`src/sv/tcma_pkg.sv`:
```
package tcma_pkg;

  localparam int DEPTH_DEFAULT = 16;
  localparam int SAMPLE_W      = 12;
  localparam int PERIOD_W      = 8;
  localparam int TICK_W        = 8;

  localparam logic [PERIOD_W-1:0] PERIOD_RESET = PERIOD_W'(2);
  localparam logic [TICK_W-1:0]   TICK_MAX     = {TICK_W{1'b1}};

  localparam int IN_DATA_W  = 16;
  localparam int OUT_DATA_W = 32;

  // input tdata bit positions
  localparam int IN_RUN_BIT     = 0;
  localparam int IN_SAMPLE_LSB  = 1;
  localparam int IN_OK_BIT      = IN_SAMPLE_LSB + SAMPLE_W;
  localparam int IN_USED_W      = IN_OK_BIT + 1;

  // output tdata bit positions
  localparam int OUT_AVG_LSB    = 0;
  localparam int OUT_VALID_BIT  = OUT_AVG_LSB + SAMPLE_W;
  localparam int OUT_LAST_LSB   = OUT_VALID_BIT + 1;
  localparam int OUT_TAKEN_BIT  = OUT_LAST_LSB + SAMPLE_W;
  localparam int OUT_USED_W     = OUT_TAKEN_BIT + 1;

endpackage

```
`src/sv/tcma_ram.sv`:
```
module tcma_ram #(
  parameter int WIDTH = 12,
  parameter int DEPTH = 16
) (
  input  logic                     clk,
  input  logic                     we,
  input  logic [$clog2(DEPTH)-1:0] waddr,
  input  logic [WIDTH-1:0]         wdata,
  input  logic [$clog2(DEPTH)-1:0] raddr,
  output logic [WIDTH-1:0]         rdata
);

  logic [WIDTH-1:0] mem [DEPTH];

  always_ff @(posedge clk) begin
    if (we) begin
      mem[waddr] <= wdata;
    end
    rdata <= mem[raddr];
  end

endmodule

```
`src/sv/torque_count_moving_average_unit.sv`:
```
// path: a result passes the p stage register and then the output register before it leaves on m_tdata
// throughput: one tick item per cycle while the stage is not held by a stalled output; the ring entry
//   to drop is prefetched from the window ram ahead of its transfer, so the read-modify-write never stalls
// one stage plus the output register let one more item in while a result waits
// reset (rst, synchronous): sum, fill count, ring pointer, tick counter cleared,
//   sample_period back to 2; the ram needs no clearing, the fill count masks it
module torque_count_moving_average_unit
  import tcma_pkg::*;
#(
  parameter int DEPTH = DEPTH_DEFAULT
) (
  input  logic                  clk,
  input  logic                  rst,
  input  logic                  cfg_we,
  input  logic [PERIOD_W-1:0]   cfg_wdata,
  input  logic                  s_tvalid,
  output logic                  s_tready,
  // motor_running, sample_value, sample_ok, zero pad
  input  logic [IN_DATA_W-1:0]  s_tdata,
  output logic                  m_tvalid,
  input  logic                  m_tready,
  // average, average_valid, latest_count, sample_taken, zero pad
  output logic [OUT_DATA_W-1:0] m_tdata
);

  localparam int ADDR_W  = $clog2(DEPTH);
  localparam int FILL_W  = $clog2(DEPTH + 1);
  localparam int SUM_W   = $clog2(DEPTH * ((1 << SAMPLE_W) - 1) + 1);
  // exact divide by DEPTH via reciprocal, valid for any sum below 2^SUM_W
  localparam int DIV_K   = SUM_W + $clog2(DEPTH);
  localparam int DIV_M_W = SUM_W + 1;
  localparam logic [DIV_M_W-1:0] DIV_M =
    DIV_M_W'(((1 << DIV_K) + DEPTH - 1) / DEPTH);
  localparam logic [FILL_W-1:0] FILL_FULL = FILL_W'(DEPTH);
  localparam logic [ADDR_W-1:0] POS_LAST  = ADDR_W'(DEPTH - 1);

  logic [PERIOD_W-1:0] sample_period;

  logic [ADDR_W-1:0]   write_pos, write_pos_next;
  logic [FILL_W-1:0]   fill_count, fill_count_next;
  logic [SUM_W-1:0]    window_sum, window_sum_next;
  logic [TICK_W-1:0]   tick_count, tick_count_next;
  logic [SAMPLE_W-1:0] last_count, last_count_next;

  logic                p_v;
  logic [SUM_W-1:0]    p_sum;
  logic                p_valid;
  logic [SAMPLE_W-1:0] p_last;
  logic                p_taken;
  logic                p_move;

  logic                in_xfer;
  logic                running, sample_ok;
  logic [SAMPLE_W-1:0] sample_value;
  logic [TICK_W-1:0]   tick_inc;
  logic                due, take, full;
  logic [SAMPLE_W-1:0] ram_rdata, oldest;
  logic                ram_we;

  logic [SUM_W+DIV_M_W-1:0] quot_prod;
  logic [SAMPLE_W-1:0]      avg_calc;

  assign running      = s_tdata[IN_RUN_BIT];
  assign sample_value = s_tdata[IN_SAMPLE_LSB +: SAMPLE_W];
  assign sample_ok    = s_tdata[IN_OK_BIT];

  assign p_move   = p_v && (!m_tvalid || m_tready);
  assign s_tready = !p_v || p_move;
  assign in_xfer  = s_tvalid && s_tready;

  always_ff @(posedge clk) begin
    if (rst) begin
      sample_period <= PERIOD_RESET;
    end else if (cfg_we) begin
      sample_period <= cfg_wdata;
    end
  end

  // entries past the fill count were never written since the last stop
  assign full   = (fill_count == FILL_FULL);
  assign oldest = full ? ram_rdata : '0;

  assign tick_inc = (tick_count == TICK_MAX) ? TICK_MAX : tick_count + 1'b1;
  assign due      = (tick_inc >= TICK_W'(sample_period));
  assign take     = running && due && sample_ok;
  assign ram_we   = in_xfer && take;

  always_comb begin
    write_pos_next  = write_pos;
    fill_count_next = fill_count;
    window_sum_next = window_sum;
    tick_count_next = tick_count;
    last_count_next = last_count;
    if (in_xfer) begin
      if (!running) begin
        write_pos_next  = '0;
        fill_count_next = '0;
        window_sum_next = '0;
        tick_count_next = '0;
        last_count_next = '0;
      end else begin
        tick_count_next = due ? '0 : tick_inc;
        if (take) begin
          last_count_next = sample_value;
          window_sum_next = window_sum - SUM_W'(oldest) + SUM_W'(sample_value);
          write_pos_next  = (write_pos == POS_LAST) ? '0 : write_pos + 1'b1;
          fill_count_next = full ? fill_count : fill_count + 1'b1;
        end
      end
    end
  end

  // read address runs one step ahead so the oldest entry is ready on the next transfer
  tcma_ram #(
    .WIDTH (SAMPLE_W),
    .DEPTH (DEPTH)
  ) u_window (
    .clk   (clk),
    .we    (ram_we),
    .waddr (write_pos),
    .wdata (sample_value),
    .raddr (write_pos_next),
    .rdata (ram_rdata)
  );

  always_ff @(posedge clk) begin
    if (rst) begin
      write_pos  <= '0;
      fill_count <= '0;
      window_sum <= '0;
      tick_count <= '0;
      last_count <= '0;
    end else begin
      write_pos  <= write_pos_next;
      fill_count <= fill_count_next;
      window_sum <= window_sum_next;
      tick_count <= tick_count_next;
      last_count <= last_count_next;
    end
  end

  // stage between the state update and the divide
  always_ff @(posedge clk) begin
    if (rst) begin
      p_v <= 1'b0;
    end else if (in_xfer) begin
      p_v <= 1'b1;
    end else if (p_move) begin
      p_v <= 1'b0;
    end
  end

  always_ff @(posedge clk) begin
    if (in_xfer) begin
      p_sum   <= window_sum_next;
      p_valid <= (fill_count_next == FILL_FULL);
      p_last  <= last_count_next;
      p_taken <= take;
    end
  end

  assign quot_prod = p_sum * DIV_M;
  assign avg_calc  = p_valid ? quot_prod[DIV_K +: SAMPLE_W] : '0;

  always_ff @(posedge clk) begin
    if (rst) begin
      m_tvalid <= 1'b0;
    end else if (p_move) begin
      m_tvalid <= 1'b1;
    end else if (m_tready) begin
      m_tvalid <= 1'b0;
    end
  end

  always_ff @(posedge clk) begin
    if (p_move) begin
      m_tdata <= {{(OUT_DATA_W - OUT_USED_W){1'b0}}, p_taken, p_last, p_valid, avg_calc};
    end
  end

  a_fill_bound: assert property (@(posedge clk) disable iff (rst)
    fill_count <= FILL_FULL)
    else $error("fill count beyond window depth");

  a_stop_clears: assert property (@(posedge clk) disable iff (rst)
    in_xfer && !running |=> fill_count == '0 && window_sum == '0 && tick_count == '0)
    else $error("stop tick did not clear filter state");

  a_pos_tracks_fill: assert property (@(posedge clk) disable iff (rst)
    fill_count < FILL_FULL |-> write_pos == fill_count[ADDR_W-1:0])
    else $error("ring pointer out of step with fill count");

  a_stage_holds: assert property (@(posedge clk) disable iff (rst)
    p_v && !p_move |=> p_v && $stable(p_sum) && $stable(p_taken))
    else $error("stalled stage lost its contents");

endmodule
```
`config.mk`:
```
export PLATFORM = sky130hd
export DESIGN_NAME = torque_count_moving_average_unit
export DESIGN_NICKNAME = d
export VERILOG_FILES = /design/src/sv/tcma_pkg.sv /design/src/sv/tcma_ram.sv /design/src/sv/torque_count_moving_average_unit.sv
export SDC_FILE = /design/constraint.sdc
export NUM_CORES = 1
export LEC_CHECK = 0
export BUFFER_PORTS_ARGS = -buffer_cell sky130_fd_sc_hd__buf_2
export CORE_ASPECT_RATIO = 1.4
export CORE_MARGIN = 3
export CORE_UTILIZATION = 34
export CTS_BUF_LIST = sky130_fd_sc_hd__clkbuf_8
export CTS_CLUSTER_DIAMETER = 50
export DETAILED_ROUTE_END_ITERATION = 16
export PLACE_DENSITY_LB_ADDON = 0.08
export SYNTH_ARGS = -nofsm -noshare
export SYNTH_HDL_FRONTEND = slang
export SYNTH_SLANG_ARGS = --single-unit
```
`constraint.sdc`:
```
create_clock -name clk -period 4.1 [get_ports clk]
set_input_delay 0.205 -clock clk [delete_from_list [all_inputs] [get_ports clk]]
set_output_delay 0.205 -clock clk [all_outputs]
set_load 0.02 [all_outputs]
```
==> run summary <==
• **most used cells in the layout excluding fill and tap cells** 244 x sky130_fd_sc_hd__edfxtp_1, 108 x sky130_fd_sc_hd__nand2_1, 96 x sky130_fd_sc_hd__inv_1
• **post-synthesis sequential element count** 311
• **wire per inst** 19.7 um
• **XOR/XNOR share of the synthesized area** 0.0105
• **number of levels the H-tree was split into** 2
• **leakage power** 6.26 nW
• **die area** 0.0416 mm2
• **cell type with the highest aggregate area in the netlist** sky130_fd_sc_hd__edfxtp_1
• **All-Layer GR Usage** 0.171
• **PortBufs** 54
• **drt via density** 4.72
• **maximum number of pins on one net before global-route repair** 38
• **period utilisation layout** 0.964
• **final weighted congestion of routability-driven global placement** 0.782
• **maximum frequency from static timing analysis** 0.253 GHz
• **post-synthesis cell count** 1057
• **routed length on met2** 19100 um
• **total count of max-transition violations in the final report** 0
• **total DRC errors in the routed layout** 0
• **synth unique cells** 59
• **number of nets with antenna violations after routing** 0
• **outcome** finished clean
• **Root Driver** sky130_fd_sc_hd__clkbuf_8
• **detailed placer's ending HPWL** 22700 um
• **register area share after synthesis** 0.651
• **Rel. slew slack** 0.517
• **ratio of cells with drive above 1 in the final layout** 0.239
• **Tmin final** 3.95 ns
• **CP Class** flop to flop
• **Layout Skew** 0.0439 ns
• **Critical Path Fanout Max** 5
• **startpoint type of the worst setup path** flop
• **die height** 240 um
• **adder-cell area share of the yosys netlist** 0.0472
• **power density normalized to cell area** 393 mW/mm2
• **dominant combinational cell family by area after synthesis** simple AND/OR/NAND/NOR gates
• **post-synthesis area per instance** 12.6 um2
• **maximum cell stage delay along the critical path** 0.51 ns
• **total power** 6.53 mW
• **hold violation total from the final report** 0
• **CTS sink cnt** 311
• **Post-Route M1 WL** 14400 um
• **number of enable flip-flop cells after synthesis** 244
• **arrival time worst endpoint** 4.44 ns
• **global-route wire length before repair** 53500 um
• **Post-Syn Area** 0.0133 mm2
• **CP Cell Sequence** ha_4, and3_4, and3_4, nor2b_2, a41oi_2, ha_1, and2_4, nand4_1, nor3_4, buf_6, nor4_4, buf_4, a221o_4, buf_6, buf_4, mux2i_2, o2bb2ai_2, or4_1
• **Top Metal Used** met4
• **Clock transition at path regs** 0.06 ns
• **buffers plus inverters on the worst setup path** 4
• **crit path max-delay cell type** sky130_fd_sc_hd__or4_1
• **number of antenna violations at the first check in global routing** 1
• **Worst path top cell family by delay** simple AND/OR/NAND/NOR gates
• **worst hold-check slack** 0.0329 ns
• **crit path capture type** flop
• **highest ir drop seen on vdd** 0.000259 V
• **final-report setup violation count** 0
• **total via count in the routed design** 8547
• **Tightest Hold Check Type** input port to flop
• **Layout area overhead** 24.9%
• **CTS tree** built
• **total iterations of the first detailed-routing run** 4
• **clock buffers created by TritonCTS** 51
• **fraction of synthesized cell area taken by the top area cell type** 0.550
• **share of the synthesized area in compound gates (AO/OA/AOI/OAI)** 0.0944
• **1st-iter DRT viols** 406
• **Maximum Capacitance Violations** 0
• **core area** 0.0386 mm2
• **Die Width** 173 um
• **clk_lat worst skew** 0.63 ns
• **wire length reported by the detailed router** 35700 um
• **Req. time, crit path** 4.59 ns
• **I/O pin total** 63
• **Met3 Wirelength** 1380 um
• **Initial Util** 0.345
• **top_reg_cell synth** sky130_fd_sc_hd__edfxtp_1
• **maximum clock insertion buffer count** 3
• **worst slew pin tran** 0.723 ns
• **leading cell types by total area after synthesis** sky130_fd_sc_hd__edfxtp_1 55%, sky130_fd_sc_hd__dfxtp_1 10%, sky130_fd_sc_hd__mux2i_1 3.3%
• **final layout net count** 1317
• **via count of the first global-routing pass** 8840
• **commonest non-fill, non-tap cell in the layout** sky130_fd_sc_hd__edfxtp_1
• **simple-gate share of the synthesized area** 0.112
• **mux cell area share after synthesis** 0.0441
• **fraction of registers with async set/reset** 0
• **Core Rows** 85
• **number of synthesis warnings** 0
• **overflow left after global routing** 0
-- cells in the mapped netlist, drive strengths merged (13+ instances only) --
| library cell | number |
|---|---|
| a21oi | 54 |
| a22oi | 15 |
| and2 | 49 |
| buf | 19 |
| clkbuf | 37 |
| dfxtp | 67 |
| edfxtp | 244 |
| ha | 31 |
| inv | 71 |
| mux2 | 13 |
| mux2i | 44 |
| nand2 | 111 |
| nand3 | 29 |
| nor2 | 65 |
| nor3 | 14 |
| o21ai | 41 |
| o2bb2ai | 22 |
| o31ai | 16 |
-- flip-flops by register name, indices dropped and copies added (netlist names), 4 cells and up, named ones only --
register	count
u_window.mem	192
window_sum	12
p_last	12
m_tdata	26
u_window.rdata	12
sample_period	8
fill_count	5
tick_count	8
last_count	12
write_pos	4
p_sum	12
-- report_power, final --
group | internal [mW] | total [mW] | switching [mW]
clock network | 1.47 | 2.71 | 1.25
registers | 3.44 | 3.45 | 0.0156
logic | 0.140 | 0.366 | 0.226
-- what timing repair did --
| action | CTS | global route |
|---|---|---|
| hold buffers | 18 | 0 |
| endpoints found under the setup margin | 12 | 12 |
| cloned | 3 | 2 |
| setup buffers | 5 | 8 |
| gates resized for setup | 17 | 51 |
| pin swaps | 7 | 15 |
| hold endpoints to repair | 84 | 0 |
-- area by class of cell --
| type | instances | area [um2] |
|---|---|---|
| antenna | 2 | 5.00 |
| clock buffer | 57 | 785 |
| clock inverter | 38 | 246 |
| fill | 3647 | 22000 |
| inverter | 71 | 267 |
| multi-input combinational | 625 | 4490 |
| sequential | 311 | 8670 |
| tap | 522 | 653 |
| timing repair buffer | 185 | 1510 |
-- logic make-up after synthesis --
group,after synthesis
flops,311
simple gates,312
compound gates,190
buf+inv,127
xor+xnor,16
other cells,1
fa+ha+maj,43
mux,57
-- final timing paths --
check | from | end | slack, ns | cells after the start
worst max-delay path | tick_count[0]$_SDFFE_PP0P_ | u_window.rdata[7]$_DFF_P_ | 0.15 | 18
worst min-delay path | s_tdata[12] | u_window.mem[9][11]$_DFFE_PP_ | 0.03 | 1
worst max register to register | tick_count[0]$_SDFFE_PP0P_ | u_window.rdata[7]$_DFF_P_ | 0.15 | 18
worst min register to register | p_last[10]$_DFFE_PP_ | m_tdata[23]$_DFFE_PP_ | 0.42 | 0
-- stage by stage --
stage	setup TNS, ns	util	cell area (um2)	setup WS, ns	std cells
after floorplan	0	-	13400	0.146	1062
after global placement	-1.91	0.385	14900	-0.217	1678
after detailed placement	-2.48	0.385	14900	-0.253	1678
after CTS	-0.00812	0.421	16300	-0.00812	1799
after global routing	-0.00555	0.431	16600	-0.00555	1810
final	0	0.431	16600	0.147	1811
-- layer usage --
metal | global-route usage | vias up
li1 | - | 4186
met1 | 0.201 | 4158
met2 | 0.322 | 144
met3 | 0.0245 | 59
met4 | 0.0507 | 0
met5 | 0 | -
No activity file was read; power rests on OpenSTA's default activity.
